<file path="src/sv/huffman_code_packer_macros.svh">
// assertion macros for the huffman code packer
// expects i_clk and i_rst_n in the scope of each use
`ifndef HUFFMAN_CODE_PACKER_MACROS_SVH
`define HUFFMAN_CODE_PACKER_MACROS_SVH
`ifndef SYNTHESIS
`define HCP_ASSERT(lbl, prop) \
    lbl: assert property (@(posedge i_clk) disable iff (!i_rst_n) prop) \
        else $error("hcp check failed");
`define HCP_ASSERT_NR(lbl, prop) \
    lbl: assert property (@(posedge i_clk) prop) \
        else $error("hcp reset check failed");
`else
`define HCP_ASSERT(lbl, prop)
`define HCP_ASSERT_NR(lbl, prop)
`endif
`endif

</file>
<file path="src/sv/hcp_pkg.sv">
// shared types and constants of the huffman code packer
// no dependencies
package hcp_pkg;

    localparam int OP_W    = 2;
    localparam int SYM_W   = 8;
    localparam int LEN_W   = 6;
    localparam int CODE_W  = 32;
    localparam int BYTE_W  = 8;
    localparam int CNT_W   = 3;
    localparam int ACC_W   = CODE_W + BYTE_W;
    localparam int TOT_W   = 6;

    localparam int DEF_MAX_CODE_LEN = 32;
    localparam int DEF_NUM_SYMBOLS  = 256;

    typedef enum logic [OP_W-1:0] {
        OP_LOAD   = 2'd0,
        OP_ENCODE = 2'd1,
        OP_FLUSH  = 2'd2,
        OP_NONE   = 2'd3
    } t_op;

    typedef enum logic [1:0] {
        OUT_BYTE,
        OUT_ERR,
        OUT_PART,
        OUT_TRL
    } t_out_sel;

    typedef struct packed {
        logic     tbl_write;
        logic     tbl_read;
        logic     acc_load;
        logic     acc_shift;
        logic     pend_commit;
        logic     pend_clear;
        logic     out_load;
        t_out_sel out_sel;
        logic     out_last;
    } t_dp_cmd;

    typedef struct packed {
        logic hit;
        logic total_ge8;
        logic total_ge16;
        logic pend_nonzero;
        logic out_free;
    } t_dp_status;

    typedef struct packed {
        logic [LEN_W-1:0]  len;
        logic [CODE_W-1:0] bits;
    } t_entry;

endpackage

</file>
<file path="src/sv/hcp_ctrl.sv">
// controller of the huffman code packer: sequences load, encode and flush
// depends on hcp_pkg
module hcp_ctrl (
    input  logic                        i_clk,
    input  logic                        i_rst_n,
    input  logic                        i_valid,
    input  logic [hcp_pkg::OP_W-1:0]    i_op,
    output logic                        o_stall,
    input  hcp_pkg::t_dp_status         i_status,
    output hcp_pkg::t_dp_cmd            o_cmd
);
    import hcp_pkg::*;

    typedef enum logic [2:0] {
        S_IDLE,
        S_LOOKUP,
        S_EMIT,
        S_FLUSH,
        S_FLUSH_TRL
    } t_state;

    t_state  r_state, n_state;
    logic    r_stall;
    t_dp_cmd cmd;

    always_comb begin
        cmd     = '0;
        n_state = r_state;
        unique case (r_state)
            S_IDLE: begin
                if (i_valid) begin
                    unique case (t_op'(i_op))
                        OP_LOAD: begin
                            cmd.tbl_write = 1'b1;
                        end
                        OP_ENCODE: begin
                            cmd.tbl_read = 1'b1;
                            n_state      = S_LOOKUP;
                        end
                        OP_FLUSH: begin
                            n_state = S_FLUSH;
                        end
                        OP_NONE: begin
                            n_state = S_IDLE;
                        end
                        default: n_state = S_IDLE;
                    endcase
                end
            end
            S_LOOKUP: begin
                if (!i_status.hit) begin
                    if (i_status.out_free) begin
                        cmd.out_load = 1'b1;
                        cmd.out_sel  = OUT_ERR;
                        cmd.out_last = 1'b1;
                        n_state      = S_IDLE;
                    end
                end else begin
                    cmd.acc_load = 1'b1;
                    n_state      = S_EMIT;
                end
            end
            S_EMIT: begin
                if (i_status.total_ge8) begin
                    if (i_status.out_free) begin
                        cmd.out_load  = 1'b1;
                        cmd.out_sel   = OUT_BYTE;
                        cmd.out_last  = !i_status.total_ge16;
                        cmd.acc_shift = 1'b1;
                        if (!i_status.total_ge16) begin
                            cmd.pend_commit = 1'b1;
                            n_state         = S_IDLE;
                        end
                    end
                end else begin
                    cmd.pend_commit = 1'b1;
                    n_state         = S_IDLE;
                end
            end
            S_FLUSH: begin
                if (i_status.out_free) begin
                    cmd.out_load = 1'b1;
                    if (i_status.pend_nonzero) begin
                        cmd.out_sel = OUT_PART;
                        n_state     = S_FLUSH_TRL;
                    end else begin
                        cmd.out_sel    = OUT_TRL;
                        cmd.out_last   = 1'b1;
                        cmd.pend_clear = 1'b1;
                        n_state        = S_IDLE;
                    end
                end
            end
            S_FLUSH_TRL: begin
                if (i_status.out_free) begin
                    cmd.out_load   = 1'b1;
                    cmd.out_sel    = OUT_TRL;
                    cmd.out_last   = 1'b1;
                    cmd.pend_clear = 1'b1;
                    n_state        = S_IDLE;
                end
            end
            default: n_state = S_IDLE;
        endcase
    end

    always_ff @(posedge i_clk) begin
        if (!i_rst_n) begin
            r_state <= S_IDLE;
            r_stall <= 1'b0;
        end else begin
            r_state <= n_state;
            r_stall <= (n_state != S_IDLE);
        end
    end

    assign o_stall = r_stall;
    assign o_cmd   = cmd;

endmodule

</file>
<file path="config.mk">
export PLATFORM = sky130hd
export DESIGN_NAME = hcp_ctrl
export DESIGN_NICKNAME = d
export VERILOG_FILES = /design/src/sv/huffman_code_packer_macros.svh /design/src/sv/hcp_pkg.sv /design/src/sv/hcp_ctrl.sv
export SDC_FILE = /design/constraint.sdc
export NUM_CORES = 1
export LEC_CHECK = 0
export ABC_AREA = 1
export BUFFER_PORTS_ARGS = -buffer_cell sky130_fd_sc_hd__buf_2
export CORE_AREA = 2 2 39 41
export CTS_BUF_LIST = sky130_fd_sc_hd__clkbuf_8
export CTS_CLUSTER_SIZE = 8
export DETAILED_ROUTE_END_ITERATION = 16
export DIE_AREA = 0 0 41 43
export PLACE_DENSITY = 0.55
export REMOVE_ABC_BUFFERS = 1
export SLEW_MARGIN = 40
export SYNTH_ARGS = -nofsm -noshare
export SYNTH_HDL_FRONTEND = slang
export SYNTH_SLANG_ARGS = --single-unit
</file>
<file path="constraint.sdc">
create_clock -name i_clk -period 3 [get_ports i_clk]
set_input_delay 0.3 -clock i_clk [delete_from_list [all_inputs] [get_ports i_clk]]
set_output_delay 0.3 -clock i_clk [all_outputs]
set_load 0.01 [all_outputs]
</file>
### After elaboration in Yosys (flattened, before gate mapping)

Cells that the tools add are included.

* bits of input ports: 10
* register bits after elaboration: 4
* output and inout port bits: 11
* word-level logic and storage cells: 44

* equality and inequality tests: 7
* mux-type cells: 31
* reduce and logical (&&, ||, !) cells: 4

Operator list (count)
* $mux 3: 8
* $mux 4: 4
* $pmux 4 s4: 1
* $pmux 3 s5: 1
* $mux 5: 2
* $mux 1: 9
* $pmux 3 s3: 1
* $mux 2: 4
* $eq 3x2->1 const B: 2
* $eq 2x2->1 const B: 2
* $eq 3x1->1 const B: 1
* $eq 3x3->1 const B: 1
* $logic_not 3->1: 1
* $reduce_bool 3->1: 1
* $eq 2x1->1 const B: 1
* $logic_not 2->1: 1
* $pmux 1 s2: 1
* $logic_not 1->1: 1

### Logic depth before layout (Yosys ltp)

* depth after elaboration: 5
* depth in mapped cells: 9
* gate-level depth less buffers: 9

### Worst setup path after synthesis

No wires, ideal clock.

* path type: flip-flop to output port
* from: register r_state[2]
* to: output o_cmd[0] (netlist bit)
* setup slack: 1.665 ns
* data required time: 2.700 ns
* buffers on the path: 0
* cell stages (with the launch flop): 8
* arrival: 1.035 ns
* cell sequence: dfxtp_1 > inv_1 > nand2_1 > o21ai_2 > nand2_2 > a21oi_2 > inv_2 > nand2_1

RTL lines
* start, declared: RTL line hcp_ctrl.sv:22 `t_state r_state, n_state;`
* start signal, assigned: RTL line hcp_ctrl.sv:112 `r_state <= n_state;`
* end, declared: RTL line hcp_ctrl.sv:10 `output hcp_pkg::t_dp_cmd o_cmd`

==> impl_metrics.json <==
{
  "n_antenna_cell": 0,
  "ant_nets": 0,
  "die_area_sq_mm": 0.00176,
  "area_growth_pct": 40.2,
  "syn_area_sq_um": 402,
  "critPathLaunchType": "register",
  "grt_first_pass_wirelength_mm": 1.43,
  "synth_xor_area_share_pct": 0,
  "wl_microns": 886,
  "dr_total_vias": 464,
  "nets": 108,
  "crit_type": "register to output port",
  "synth.avg_cell_area_sq_um": 5.82,
  "rsz0062_at_grt": "no",
  "worstPathArrival_ns": 1.35,
  "fin_skew_ns": 0.000359,
  "place.gp.congestion": 0.758,
  "final-hold-violation-count": 0,
  "crit_path_max_incr_delay_ns": 0.32,
  "cts_buffers": 3,
  "cts.clk_slew.worst_paths_ns": 0.03,
  "cp_max_fo": 5,
  "cts_setup_buffers": 0,
  "synth_top_family_by_area": "simple AND/OR/NAND/NOR gates",
  "drive_gt1_share_pct": 31.5,
  "wire_per_inst_microns": 8.20,
  "drv_slew": 0,
  "synth_top_area_share_pct": 19.9,
  "worst_pin_slew_ns": 0.199,
  "yosys.area.top_type": "dfxtp_1",
  "finalPower_mw": 0.208,
  "clock_latency_ns": 0.21,
  "cts.sinks": 4,
  "cp.required_ns": 2.70,
  "cts_tree": "built",
  "die_h_microns": 43,
  "io_buffers": 20,
  "antenna_found_initial": 0,
  "max-cap-violations": 0,
  "slew_headroom_pct": 86.7,
  "synth.area.top_cells": "dfxtp_1 20%, inv_1 16%, nand2_1 14%",
  "coreArea_sq_mm": 0.00138,
  "grt_max_degree": 7,
  "synth-seq-cells": 4,
  "ys_seq_area_share_pct": 19.9,
  "p_leak_nw": 0.390,
  "syn_inst": 69,
  "floorplan.rows": 14,
  "postCtsHoldBufs": 0,
  "ctsResizeCount": 0,
  "synth_compound_area_share_pct": 9.35,
  "whs_ns": 0.323,
  "power_density_mw_per_mm2": 370,
  "ir_drop_mv": 0.198,
  "overflow": 0,
  "final_common_cell": "buf_2",
  "pre_cts_ws_ns": 1.56,
  "grt_pass1_vias": 419,
  "ys_types": 15,
  "finalSetupViolCount": 0,
  "tns_ns": 0,
  "fill_cells": 161,
  "outcome": "finished clean",
  "clk_path_buf_depth": 2,
  "setup_ws_ns": 1.35,
  "dr.first_iter.drc_count": 4,
  "fin_crit_sh_pct": 54.9,
  "end_kind": "output port",
  "synthAdderAreaFrac_pct": 12.5,
  "h-tree-depth": 1,
  "finalCriticalPeriod_ns": 1.65,
  "hp-class": "input pin to register",
  "place_hpwl_microns": 746,
  "initial_core_util_pct": 29.0,
  "cpMaxStageDelayCell": "dfxtp_1",
  "drc_errors": 0,
  "yosys_warnings": 0,
  "vias_per_cell": 4.30,
  "muxShareOfSynthArea_pct": 0,
  "cts_root_buf": "clkbuf_8",
  "ios": 21,
  "crit_chain": "inv_1 > nand3_1 > inv_1 > nand3_1 > o21a_1 > nand2_1 > buf_2",
  "fp.dieW_microns": 41,
  "synthSimpleGateAreaFrac_pct": 41.4,
  "grt_usage_pct": 11.3,
  "firstDrtPassIters": 3,
  "max_freq_mhz": 607,
  "layout_common_cells": "20 x buf_2, 17 x inv_1, 15 x nand2_1"
}
## critical path: cells and delay by family, from the launching register on
kind                   cells  cell delay, ns
buffers and inverters      3            0.34
and+or+nand+nor            3            0.29
DFF                        1            0.32
AOI/OAI and AO/OA          1            0.19
## area by class of cell
cell class / count / area (sq um) / share of cell area [%]
Tap cell: 16 / 20.0 / 3.56
Multi-Input combinational cell: 47 / 254 / 45.1
Sequential cell: 4 / 80.1 / 14.2
Timing Repair Buffer: 20 / 100 / 17.8
Inverter: 18 / 67.6 / 12.0
Clock buffer: 3 / 41.3 / 7.33
## stage by stage
step | cells | util (%) | cell area (sq um)
floorplan | 69 | - | 402
detailed placement | 105 | 37.7 | 522
finish | 108 | 40.7 | 563
global route | 108 | 40.7 | 563
CTS | 108 | 40.7 | 563
global placement | 105 | 37.7 | 522
## registers in the layout (all words and copies together) (netlist names)
signal	flops
o_stall	1
r_state	3
## routing by layer
layer	vias to the layer above	routed length [microns]	GRT usage, %
met2	15	404	19.1
met3	0	84	2.09
met1	192	398	12.5
met5	-	0	0
met4	0	0	6.00
li1	257	-	-
## report_power, final
group | total [mW] | leakage, nW | internal [mW] | switching (mW)
logic | 0.0378 | 0.336 | 0.0152 | 0.0226
clock network | 0.112 | 0.0216 | 0.0855 | 0.0267
registers | 0.0582 | 0.0326 | 0.0562 | 0.00201
## synth_stat cells (all sizes together)
| library cell | n |
|---|---|
| o21a | 1 |
| nand3 | 7 |
| a21oi | 2 |
| dfxtp | 4 |
| nand2 | 17 |
| o211ai | 1 |
| inv | 18 |
| nor2 | 11 |
| ha | 4 |
| o21ai | 1 |
| nand4 | 3 |
## worst paths after layout
kind / start / endpoint / slack (ns) / cells past startpoint
max: r_state[2] / o_cmd[0] / 1.35 / 7
min reg2reg: r_state[2] / r_state[2] / 0.62 / 4
max reg2reg: r_state[2] / o_stall / 1.91 / 7
min: i_rst_n / r_state[1] / 0.32 / 3
## logic make-up after synthesis
family | after synthesis
AND/OR/NAND/NOR | 38
buffers and inverters | 18
AO/OA/AOI/OAI | 5
adder cells (fa/ha/maj) | 4
flip-flops | 4
No activity file was read; power rests on OpenSTA's default activity.
